**config.mk**
```make
export PLATFORM = sky130hd
export DESIGN_NAME = frame_sample_word_decoder
export DESIGN_NICKNAME = d
export VERILOG_FILES = /design/src/rtl/fswd_pkg.sv /design/src/rtl/frame_sample_word_decoder.sv
export VERILOG_INCLUDE_DIRS = /design/src /design/src/rtl
export SDC_FILE = /design/constraint.sdc
export NUM_CORES = 2
export LEC_CHECK = 0
export ABC_CLOCK_PERIOD_IN_PS = 9900
export BUFFER_PORTS_ARGS = -buffer_cell sky130_fd_sc_hd__buf_2
export CAP_MARGIN = 20
export CORE_MARGIN = 4
export CORE_UTILIZATION = 64
export CTS_BUF_LIST = sky130_fd_sc_hd__clkbuf_4 sky130_fd_sc_hd__clkbuf_8
export CTS_CLUSTER_DIAMETER = 40
export DETAILED_ROUTE_END_ITERATION = 12
export PLACE_DENSITY = 0.87
export SETUP_SLACK_MARGIN = 0.1
export SYNTH_ARGS = -nofsm -noshare
export SYNTH_HDL_FRONTEND = slang
export SYNTH_SLANG_ARGS = --single-unit
```
**constraint.sdc**
```tcl
create_clock -name aclk -period 9.9 [get_ports aclk]
set_clock_uncertainty 0.2 [all_clocks]
set_input_delay 0.99 -clock aclk [delete_from_list [all_inputs] [get_ports aclk]]
set_output_delay 0.99 -clock aclk [all_outputs]
set_load 0.01 [all_outputs]
```
**src/rtl/frame_sample_word_decoder_defines.svh**
```systemverilog
// ---------------------------------------------------------------------------
// Frame sample word decoder - assertion macros
// Shared concurrent assertion forms for the decoder.
// ---------------------------------------------------------------------------
`ifndef FRAME_SAMPLE_WORD_DECODER_DEFINES_SVH
`define FRAME_SAMPLE_WORD_DECODER_DEFINES_SVH

// same-cycle implication, disabled during reset
`define FSWD_ASSERT_IMP(label, clk, rstn, ante, cons, msg) \
    label: assert property (@(posedge clk) disable iff (!(rstn)) (ante) |-> (cons)) \
        else $error(msg);

// next-cycle implication, disabled during reset
`define FSWD_ASSERT_NXT(label, clk, rstn, ante, cons, msg) \
    label: assert property (@(posedge clk) disable iff (!(rstn)) (ante) |=> (cons)) \
        else $error(msg);

`endif

```
**src/rtl/fswd_pkg.sv**
```systemverilog
// ---------------------------------------------------------------------------
// Frame sample word decoder package
// Operation codes, frame type codes and decode mode type.
// ---------------------------------------------------------------------------
package fswd_pkg;

    localparam logic OP_HEADER = 1'b0;
    localparam logic OP_DATA   = 1'b1;

    localparam logic RES_HEADER = 1'b0;
    localparam logic RES_SAMPLE = 1'b1;

    localparam logic [7:0] FRAME_PARTIAL = 8'd1;
    localparam logic [7:0] FRAME_FULL    = 8'd2;

    localparam int IN_DATA_W  = 160;
    localparam int OUT_DATA_W = 128;

    // largest payload a header may describe
    localparam logic signed [49:0] PAYLOAD_LIMIT = 50'sd1073741824;

    typedef enum logic [1:0] {
        MODE_UNKNOWN = 2'd0,
        MODE_PARTIAL = 2'd1,
        MODE_FULL    = 2'd2
    } mode_t;

    // stage between decode and header checks
    typedef struct packed {
        logic               kind;
        logic               frame_zero;
        logic               isz_zero;
        logic signed [24:0] block_diff;
        logic [47:0]        item_total;
        logic [31:0]        event_id;
        logic [1:0]         chip;
        logic [6:0]         channel;
        logic [8:0]         time_bucket;
        logic [11:0]        adc_value;
        logic               sample_valid;
        logic               type_error;
    } mid_t;

endpackage

```
**src/rtl/frame_sample_word_decoder.sv**
```systemverilog
// Path: input register, decode stage register, output register driving m_axis_tvalid.
// Throughput: one item per cycle when m_axis_tready does not stall; the input register,
// the decode stage (counters, bucket divider, item-size multiplier) and the check stage
// each hold one item. Reset (aresetn low, synchronous): pipeline empty, frame mode
// unknown, buckets per frame and all chip counters zero.
// ---------------------------------------------------------------------------
// Frame sample word decoder
// Header size checks and per-chip sample word decoding for readout frames.
// ---------------------------------------------------------------------------
`include "frame_sample_word_decoder_defines.svh"

module frame_sample_word_decoder #(
    parameter int CHIPS             = 4,
    parameter int CHANNELS_PER_CHIP = 68,
    parameter int MAX_BUCKETS       = 512
) (
    input  logic                            aclk,
    input  logic                            aresetn,
    input  logic                            s_axis_tvalid,
    output logic                            s_axis_tready,
    // [7:0] frame_kind, [39:8] item_count, [63:40] frame_blocks,
    // [79:64] header_blocks, [95:80] item_bytes, [127:96] event_index,
    // [159:128] data_word
    input  logic [fswd_pkg::IN_DATA_W-1:0]  s_axis_tdata,
    // [0] op
    input  logic                            s_axis_tuser,
    output logic                            m_axis_tvalid,
    input  logic                            m_axis_tready,
    // [0] header_ok, [32:1] event_id, [63:33] payload_bytes, [94:64] pad_bytes,
    // [96:95] chip, [103:97] channel, [112:104] time_bucket, [124:113] adc_value,
    // [125] sample_valid, [126] type_error, [127] zero
    output logic [fswd_pkg::OUT_DATA_W-1:0] m_axis_tdata,
    // [0] kind
    output logic                            m_axis_tuser
);
    import fswd_pkg::*;

    localparam int PER_BUCKET = CHIPS * CHANNELS_PER_CHIP;
    localparam int SAT_LIMIT  = MAX_BUCKETS * PER_BUCKET;
    localparam int XW         = (SAT_LIMIT > 1) ? $clog2(SAT_LIMIT) : 1;
    localparam int SH         = XW + $clog2(PER_BUCKET) + 1;
    localparam int MW         = SH + 1;
    localparam int PW         = XW + MW;
    localparam longint RECIP  = (64'd1 << SH) / PER_BUCKET + 1;
    localparam int CIW        = (CHIPS > 1) ? $clog2(CHIPS) : 1;

    // input register
    logic         in_valid_reg;
    logic         in_op_reg;
    logic [7:0]   in_kind_reg;
    logic [31:0]  in_count_reg;
    logic [23:0]  in_frame_reg;
    logic [15:0]  in_head_reg;
    logic [15:0]  in_isz_reg;
    logic [31:0]  in_event_reg;
    logic [31:0]  in_word_reg;

    // decode state
    mode_t        mode_reg;
    logic [9:0]   bpf_reg;
    logic [6:0]   chan_cnt_reg [CHIPS];
    logic [8:0]   bkt_cnt_reg  [CHIPS];

    mid_t         mid_reg, mid_next;
    logic         mid_valid_reg;
    logic         out_valid_reg;
    logic [OUT_DATA_W-1:0] out_data_reg, out_data_next;
    logic         out_kind_reg;

    logic out_ready, mid_ready, st1_go;

    assign out_ready     = !out_valid_reg || m_axis_tready;
    assign mid_ready     = !mid_valid_reg || out_ready;
    assign st1_go        = in_valid_reg && mid_ready;
    assign s_axis_tready = !in_valid_reg || mid_ready;

    assign m_axis_tvalid = out_valid_reg;
    assign m_axis_tdata  = out_data_reg;
    assign m_axis_tuser  = out_kind_reg;

    always_ff @(posedge aclk) begin
        if (!aresetn) begin
            in_valid_reg <= 1'b0;
        end else if (s_axis_tready) begin
            in_valid_reg <= s_axis_tvalid;
        end
        if (s_axis_tready && s_axis_tvalid) begin
            in_op_reg    <= s_axis_tuser;
            in_kind_reg  <= s_axis_tdata[7:0];
            in_count_reg <= s_axis_tdata[39:8];
            in_frame_reg <= s_axis_tdata[63:40];
            in_head_reg  <= s_axis_tdata[79:64];
            in_isz_reg   <= s_axis_tdata[95:80];
            in_event_reg <= s_axis_tdata[127:96];
            in_word_reg  <= s_axis_tdata[159:128];
        end
    end

    // ---- decode stage ----
    mode_t        mode_next;
    logic [9:0]   bpf_next;
    logic [PW-1:0] div_prod, div_q;
    logic [1:0]   w_chip;
    logic [CIW-1:0] chip_idx;
    logic         chip_ok;
    logic [6:0]   ch_cur;
    logic [8:0]   tb_cur;
    logic [7:0]   ch_inc;
    logic [9:0]   tb_inc;
    logic         ch_wrap;
    logic [6:0]   ch_new;
    logic [8:0]   tb_new;

    always_comb begin
        priority if (in_kind_reg == FRAME_FULL) begin
            mode_next = MODE_FULL;
        end else if (in_kind_reg == FRAME_PARTIAL) begin
            mode_next = MODE_PARTIAL;
        end else begin
            mode_next = MODE_UNKNOWN;
        end
    end

    // item_count / PER_BUCKET by reciprocal, exact below the saturation limit
    assign div_prod = PW'(in_count_reg[XW-1:0]) * PW'(RECIP);
    assign div_q    = div_prod >> SH;
    assign bpf_next = (in_count_reg >= 32'(SAT_LIMIT)) ? 10'(MAX_BUCKETS) : 10'(div_q);

    assign w_chip   = in_word_reg[7:6];
    assign chip_idx = CIW'(w_chip);
    assign chip_ok  = ({1'b0, w_chip} < 3'(CHIPS));
    assign ch_cur   = chip_ok ? chan_cnt_reg[chip_idx] : 7'd0;
    assign tb_cur   = chip_ok ? bkt_cnt_reg[chip_idx] : 9'd0;
    assign ch_inc   = {1'b0, ch_cur} + 8'd1;
    assign tb_inc   = {1'b0, tb_cur} + 10'd1;
    assign ch_wrap  = (ch_inc >= 8'(CHANNELS_PER_CHIP));

    always_comb begin
        ch_new = ch_inc[6:0];
        tb_new = tb_cur;
        if (ch_wrap) begin
            ch_new = 7'd0;
            tb_new = (tb_inc >= bpf_reg) ? 9'd0 : tb_inc[8:0];
        end
    end

    always_comb begin
        mid_next            = '0;
        mid_next.kind       = (in_op_reg == OP_HEADER) ? RES_HEADER : RES_SAMPLE;
        mid_next.frame_zero = (in_frame_reg == 24'd0);
        mid_next.isz_zero   = (in_isz_reg == 16'd0);
        mid_next.block_diff = signed'({1'b0, in_frame_reg}) - signed'({9'd0, in_head_reg});
        mid_next.item_total = 48'(in_isz_reg) * 48'(in_count_reg);
        mid_next.event_id   = in_event_reg;
        if (in_op_reg == OP_HEADER) begin
            mid_next.type_error = (mode_next == MODE_UNKNOWN);
        end else begin
            unique case (mode_reg)
                MODE_FULL: begin
                    mid_next.chip      = w_chip;
                    mid_next.adc_value = {in_word_reg[3:0], in_word_reg[15:8]};
                    if (chip_ok) begin
                        mid_next.channel      = ch_cur;
                        mid_next.time_bucket  = tb_cur;
                        mid_next.sample_valid = 1'b1;
                    end
                end
                MODE_PARTIAL: begin
                    mid_next.chip         = w_chip;
                    mid_next.channel      = {in_word_reg[5:0], in_word_reg[15]};
                    mid_next.time_bucket  = {in_word_reg[14:8], in_word_reg[23:22]};
                    mid_next.adc_value    = {in_word_reg[19:16], in_word_reg[31:24]};
                    mid_next.sample_valid = 1'b1;
                end
                default: begin
                    mid_next.type_error = 1'b1;
                end
            endcase
        end
    end

    always_ff @(posedge aclk) begin
        if (!aresetn) begin
            mode_reg <= MODE_UNKNOWN;
            bpf_reg  <= 10'd0;
            for (int i = 0; i < CHIPS; i++) begin
                chan_cnt_reg[i] <= 7'd0;
                bkt_cnt_reg[i]  <= 9'd0;
            end
        end else if (st1_go) begin
            if (in_op_reg == OP_HEADER) begin
                mode_reg <= mode_next;
                bpf_reg  <= bpf_next;
                for (int i = 0; i < CHIPS; i++) begin
                    chan_cnt_reg[i] <= 7'd0;
                    bkt_cnt_reg[i]  <= 9'd0;
                end
            end else if (mode_reg == MODE_FULL && chip_ok) begin
                chan_cnt_reg[chip_idx] <= ch_new;
                bkt_cnt_reg[chip_idx]  <= tb_new;
            end
        end
    end

    always_ff @(posedge aclk) begin
        if (!aresetn) begin
            mid_valid_reg <= 1'b0;
        end else if (mid_ready) begin
            mid_valid_reg <= in_valid_reg;
        end
        if (st1_go) begin
            mid_reg <= mid_next;
        end
    end

    // ---- header check stage ----
    logic signed [49:0] scaled;
    logic signed [49:0] padded;
    logic               hdr_ok;

    // data bytes equal the scaled block difference once padding is non-negative
    assign scaled = 50'(mid_reg.block_diff) <<< 8;
    assign padded = scaled - signed'({2'b00, mid_reg.item_total});
    assign hdr_ok = !mid_reg.frame_zero && !mid_reg.isz_zero && !padded[49]
                    && (scaled <= PAYLOAD_LIMIT);

    always_comb begin
        out_data_next          = '0;
        out_data_next[96:95]   = mid_reg.chip;
        out_data_next[103:97]  = mid_reg.channel;
        out_data_next[112:104] = mid_reg.time_bucket;
        out_data_next[124:113] = mid_reg.adc_value;
        out_data_next[125]     = mid_reg.sample_valid;
        out_data_next[126]     = mid_reg.type_error;
        if (mid_reg.kind == RES_HEADER && hdr_ok) begin
            out_data_next[0]     = 1'b1;
            out_data_next[32:1]  = mid_reg.event_id;
            out_data_next[63:33] = scaled[30:0];
            out_data_next[94:64] = padded[30:0];
        end
    end

    always_ff @(posedge aclk) begin
        if (!aresetn) begin
            out_valid_reg <= 1'b0;
        end else if (out_ready) begin
            out_valid_reg <= mid_valid_reg;
        end
        if (out_ready && mid_valid_reg) begin
            out_data_reg <= out_data_next;
            out_kind_reg <= mid_reg.kind;
        end
    end

    // ---- assertions ----
    `FSWD_ASSERT_NXT(a_hdr_clears, aclk, aresetn,
        st1_go && in_op_reg == OP_HEADER,
        chan_cnt_reg[0] == 7'd0 && bkt_cnt_reg[0] == 9'd0,
        "header did not clear chip counters")
    `FSWD_ASSERT_IMP(a_bkt_range, aclk, aresetn, 1'b1,
        bkt_cnt_reg[0] == 9'd0 || {1'b0, bkt_cnt_reg[0]} < bpf_reg,
        "bucket counter beyond buckets per frame")
    `FSWD_ASSERT_IMP(a_bad_hdr_zero, aclk, aresetn,
        out_valid_reg && out_kind_reg == RES_HEADER && !out_data_reg[0],
        out_data_reg[94:1] == 94'd0,
        "rejected header carries non-zero sizes")
    `FSWD_ASSERT_IMP(a_inv_sample_zero, aclk, aresetn,
        out_valid_reg && out_kind_reg == RES_SAMPLE && !out_data_reg[125],
        out_data_reg[112:97] == 16'd0,
        "invalid sample carries channel or bucket")

endmodule

```
# Word level (Yosys, flattened, before mapping)
# Memory sizes are Yosys's and may differ from the RTL's. A register that Yosys moved wholly into a read port is not among the register bits.
# Index checks and enable logic that the tools add are counted.
# classes
n_eq_ne	4
n_addsub	4
div_mod_pow	0
reduce_logical	23
muxes	37
shifts	0
magnitude_cmp	4
n_bitwise	10
mul	2
# ops
operator	count
$mux 9	7
$pmux 31 s2	1
$sub 33x49->50	1
$mul 16x32->48	1
$mux 7	6
$mul 18x16->34 const B	1
$le 33x32->1 const B	1
$ge 32x18->1 const B	1
$sub 24x16->25	1
$logic_not 24->1	1
$mux 1	17
$logic_not 16->1	1
$add 9x1->10 const B	1
$ge 10x10->1	1
$mux 10	1
$mux 2	5
$reduce_or 9->1	1
$add 7x1->8 const B	1
$eq 8x1->1 const B	1
$eq 8x2->1 const B	1
$ge 8x7->1 const B	1
$or 1x1->1	8
$logic_and 1x1->1	7
$reduce_or 7->1	1
8 further kinds	16
# totals
elab_cells	114
output_inout_bits	131
ram_bits	64
romBits	0
latch_bits	0
register_bits	444
in_bits	165
n_memories	2
# memory_table
name	depth	word_bits	read_ports	rd_clocked_by_memory_dff	write_ports	line_no	rtl
bkt_cnt_reg	4	9	1	1	4	frame_sample_word_decoder.sv:62	logic [8:0] bkt_cnt_reg [CHIPS];
chan_cnt_reg	4	7	1	1	4	frame_sample_word_decoder.sv:61	logic [6:0] chan_cnt_reg [CHIPS];

# Depth between registers and ports, before layout
# depth
word_depth	9
mapped_depth	25
ltp_nobuf	24

# Worst setup path before layout
# Ideal clock, no wire load.
# synth_timing
kind	input to register
startpoint	input port m_axis_tready
endpoint	register out_data_reg[0] (netlist: m_axis_tdata[0]) (enable)
arrival_ps	6379
n_path_buf	0
setup_time_ps	615
stages	2
t_required_ps	9085
setup_slack_ps	2706
cell_sequence	nor2b_1 nor2b_1
# synth_via
elab_chain_len	2
# synth_rtl
element	line_no	rtl
from (decl)	frame_sample_word_decoder.sv:28	input logic m_axis_tready,
$logic_or 1x1->1	frame_sample_word_decoder.sv:72	assign out_ready = !out_valid_reg || m_axis_tready;
$logic_and 1x1->1	frame_sample_word_decoder.sv:249	if (out_ready && mid_valid_reg) begin
to (signal assigned)	frame_sample_word_decoder.sv:250	out_data_reg <= out_data_next;
to (decl)	frame_sample_word_decoder.sv:67	logic [OUT_DATA_W-1:0] out_data_reg, out_data_next;
# Every way passes these cells.
# A chain may end at the register's enable or synchronous reset.

==> results.sh <==
export IMPL_wl_um=91200
export IMPL_rr_worst_depth=22
export IMPL_syn_inst=3531
export IMPL_grt_pass1_wl_um=148000
export IMPL_async_reset_ff_share_pct=0
export IMPL_cts_root_buffer="clkbuf_8"
export IMPL_rr_endpoint="mid_reg[110]$_DFFE_PP_"
export IMPL_largest_reg_flops=140
export IMPL_arrival_ns=7.75
export IMPL_crit_slowest_cell="edfxtp_1"
export IMPL_ys_ff_latch=500
export IMPL_worstMarginPinSlew_ns=1.16
export IMPL_finalSetupViolCount=0
export IMPL_drt_wirelength_per_cell_um=19.3
export IMPL_drv_slew=0
export IMPL_cts_sinks=500
export IMPL_cts_buffer_depth=3
export IMPL_row_count=91
export IMPL_crit_type="reg -> reg"
export IMPL_antenna_found_initial=3
export IMPL_dieArea_um2=67000
export IMPL_die_w_um=259
export IMPL_viasPerCell=5.69
export IMPL_grt_pass1_vias=29021
export IMPL_cts_setup_buffers=0
export IMPL_antenna_left=0
export IMPL_hp_class="reg -> reg"
export IMPL_die_h_um=259
export IMPL_drtIter0Drc=2042
export IMPL_syn_avg_cell_area_um2=11.4
export IMPL_cts_reportedPaths_clkPinSlew_ns=0.06
export IMPL_slew_headroom_pct=22.5
export IMPL_post_route_drc_count=0
export IMPL_clock_latency_ns=0.72
export IMPL_r2r_start="in_isz_reg[9]$_DFFE_PP_"
export IMPL_setup_tns_ns=0
export IMPL_ys_flop_type="edfxtp_1"
export IMPL_yosys_cell_types_count=74
export IMPL_layout_min_cycle_time_ns=7.54
export IMPL_ioPinCount=296
export IMPL_path_cells="buf_4, nand2_1, fa_1, inv_1, fa_1, fa_1, fa_1, fa_1, inv_1, fa_1, inv_1, ha_1, a21oi_1, o21bai_1, a21oi_1, nand3_1, o211ai_1, a31oi_1, a21o_1, a21oi_1, o21ai_0, xor2_1"
export IMPL_yosysSeqAreaShare_pct=36.9
export IMPL_dp_hpwl_um=65800
export IMPL_cp_max_fo=21
export IMPL_max_cap_violations=0
export IMPL_portBuffers=284
export IMPL_min_period_over_period_pct=76.2
export IMPL_tritoncts="built"
export IMPL_initial_utilization_pct=65.0
export IMPL_synth_edf_count=483
export IMPL_grt_start_max_net_pins=89
export IMPL_grt_total_usage_pct=27.8
export IMPL_min_path_cells=0
export IMPL_drive_above_1_share_pct=13.0
export IMPL_rsz0062_at_grt="false"
export IMPL_cpPeakStageDelay_ns=0.97
export IMPL_end_kind="flip-flop"
export IMPL_cts_made_buffers=87
export IMPL_vias=26928
export IMPL_status="completed"
export IMPL_gp_congestion=0.892
export IMPL_cp_common_cell="fa_1"
export IMPL_final_hold_violation_count=0
export IMPL_cp_start_kind="flip-flop"
export IMPL_cp_num_buf_inv=4
export IMPL_cp_top_family="adder cells"
export IMPL_cts_hold_buffers=0
export IMPL_cp_required_ns=10.11
export IMPL_htree_levels=3
export IMPL_fmaxAchievable_mhz=133
export IMPL_syn_area_um2=40300
export IMPL_min_to="mid_reg[46]$_DFFE_PP_"
export IMPL_rrSetupSlack_ns=2.36
export IMPL_nets=4814
export IMPL_yosys_warnings=0
export IMPL_grt_overflow_total=0
export IMPL_hold_start="in_event_reg[14]$_DFFE_PP_"
export IMPL_cts_resized=0
export IMPL_areaGrowthSynthToFinish_pct=10.4
export IMPL_core_um2=61900
export IMPL_drt_pre_antenna_iters=6
## cells in the mapped netlist (6+ instances only)
master,instances,area (µm²)
inv_1,618,2320
fa_1,501,10000
edfxtp_1,483,14500
nand2_1,358,1340
ha_1,324,4050
and2_1,283,1770
nor2_1,190,713
clkbuf_1,100,375
a21oi_1,96,480
xnor2_1,65,569
a21o_1,58,435
o21ai_0,47,235
xor2_1,47,412
a22oi_1,39,293
nand3_1,25,125
nor2b_1,23,144
nand4_1,22,138
nor4_1,21,131
nor3_1,18,90.1
o21bai_1,18,135
and3_1,17,106
dfxtp_1,17,340
mux4_2,16,360
nand2b_1,12,75.1
o21a_1,11,82.6
buf_4,10,75.1
a211oi_1,9,67.6
a22o_1,7,61.3
o211ai_1,7,52.6
a31oi_1,6,37.5
or3_1,6,37.5
## area by class of cell
class                           count  area (µm²)
Antenna cell                        2        5.00
Multi-Input combinational cell   2296       22600
Clock inverter                     52         510
Fill cell                        4143       17500
Timing Repair Buffer              320        1750
Clock buffer                      109        1360
Tap cell                          837        1050
Sequential cell                   500       14800
Inverter                          619        2330
## placed cells by master (no fill, tap or decap), types with 11 or more instances in the layout
cell / netlist / final
inv_1: 618 / 616
fa_1: 501 / 501
edfxtp_1: 483 / 483
nand2_1: 358 / 358
ha_1: 324 / 324
buf_2: 5 / 284
and2_1: 283 / 283
nor2_1: 190 / 190
a21oi_1: 96 / 96
clkbuf_8: 0 / 87
xnor2_1: 65 / 65
a21o_1: 58 / 58
xor2_1: 47 / 47
o21ai_0: 47 / 47
a22oi_1: 39 / 39
buf_4: 10 / 33
nand3_1: 25 / 25
nand4_1: 22 / 22
nor2b_1: 23 / 22
clkbuf_4: 0 / 22
nor4_1: 21 / 21
o21bai_1: 18 / 18
nor3_1: 18 / 18
clkinv_2: 0 / 18
and3_1: 17 / 17
dfxtp_1: 17 / 17
mux4_2: 16 / 16
clkinv_1: 0 / 14
nand2b_1: 12 / 12
o21a_1: 11 / 11
## worst max-delay path by stage
stage                              startpoint                   endpoint  cells after the start
floorplan                       m_axis_tready  m_axis_tdata[0]$_DFFE_PP_                      2
global placement    in_count_reg[7]$_DFFE_PP_     mid_reg[109]$_DFFE_PP_                     23
detailed placement  in_count_reg[7]$_DFFE_PP_     mid_reg[109]$_DFFE_PP_                     23
CTS                   in_isz_reg[9]$_DFFE_PP_     mid_reg[110]$_DFFE_PP_                     22
global route        in_count_reg[7]$_DFFE_PP_     mid_reg[109]$_DFFE_PP_                     22
finish                in_isz_reg[9]$_DFFE_PP_     mid_reg[110]$_DFFE_PP_                     22
## metrics by stage
stage          instances  setup slack, ns  cell area, µm²  utilization [%]  hold slack [ns]
2_1_floorplan       3539             2.71           40300                -            0.200
3_3_place_gp        4569             2.56           42500             68.6            0.200
3_5_place_dp        4570             2.47           42500             68.6            0.205
4_1_cts             4731             2.45           44400             71.7            0.175
5_1_grt             4734             1.99           44400             71.7            0.194
6_report            4735             2.36           44400             71.7            0.171
## cells by family after synthesis
logic type | count (synthesis) | share of synthesized area (%)
DFF | 500 | 36.9
xor gates and xnor gates | 112 | 2.44
other | 1 | 0.00931
AOI/OAI and AO/OA | 340 | 5.64
buffers and inverters | 743 | 7.12
adders and majority gates | 825 | 35.0
and+or+nand+nor | 991 | 12.0
muxes | 19 | 0.976
## routing by layer
layer	GRT usage, %	up-vias	share of wire [%]
met5	0	-	0.038
met4	10.4	4	3.9
met1	35.4	13182	38
met3	7.05	315	9.6
li1	-	12051	-
met2	46.7	1376	49
Power is not shown: default switching activity piles up to over one toggle a cycle in this logic, so the estimate is an artifact.
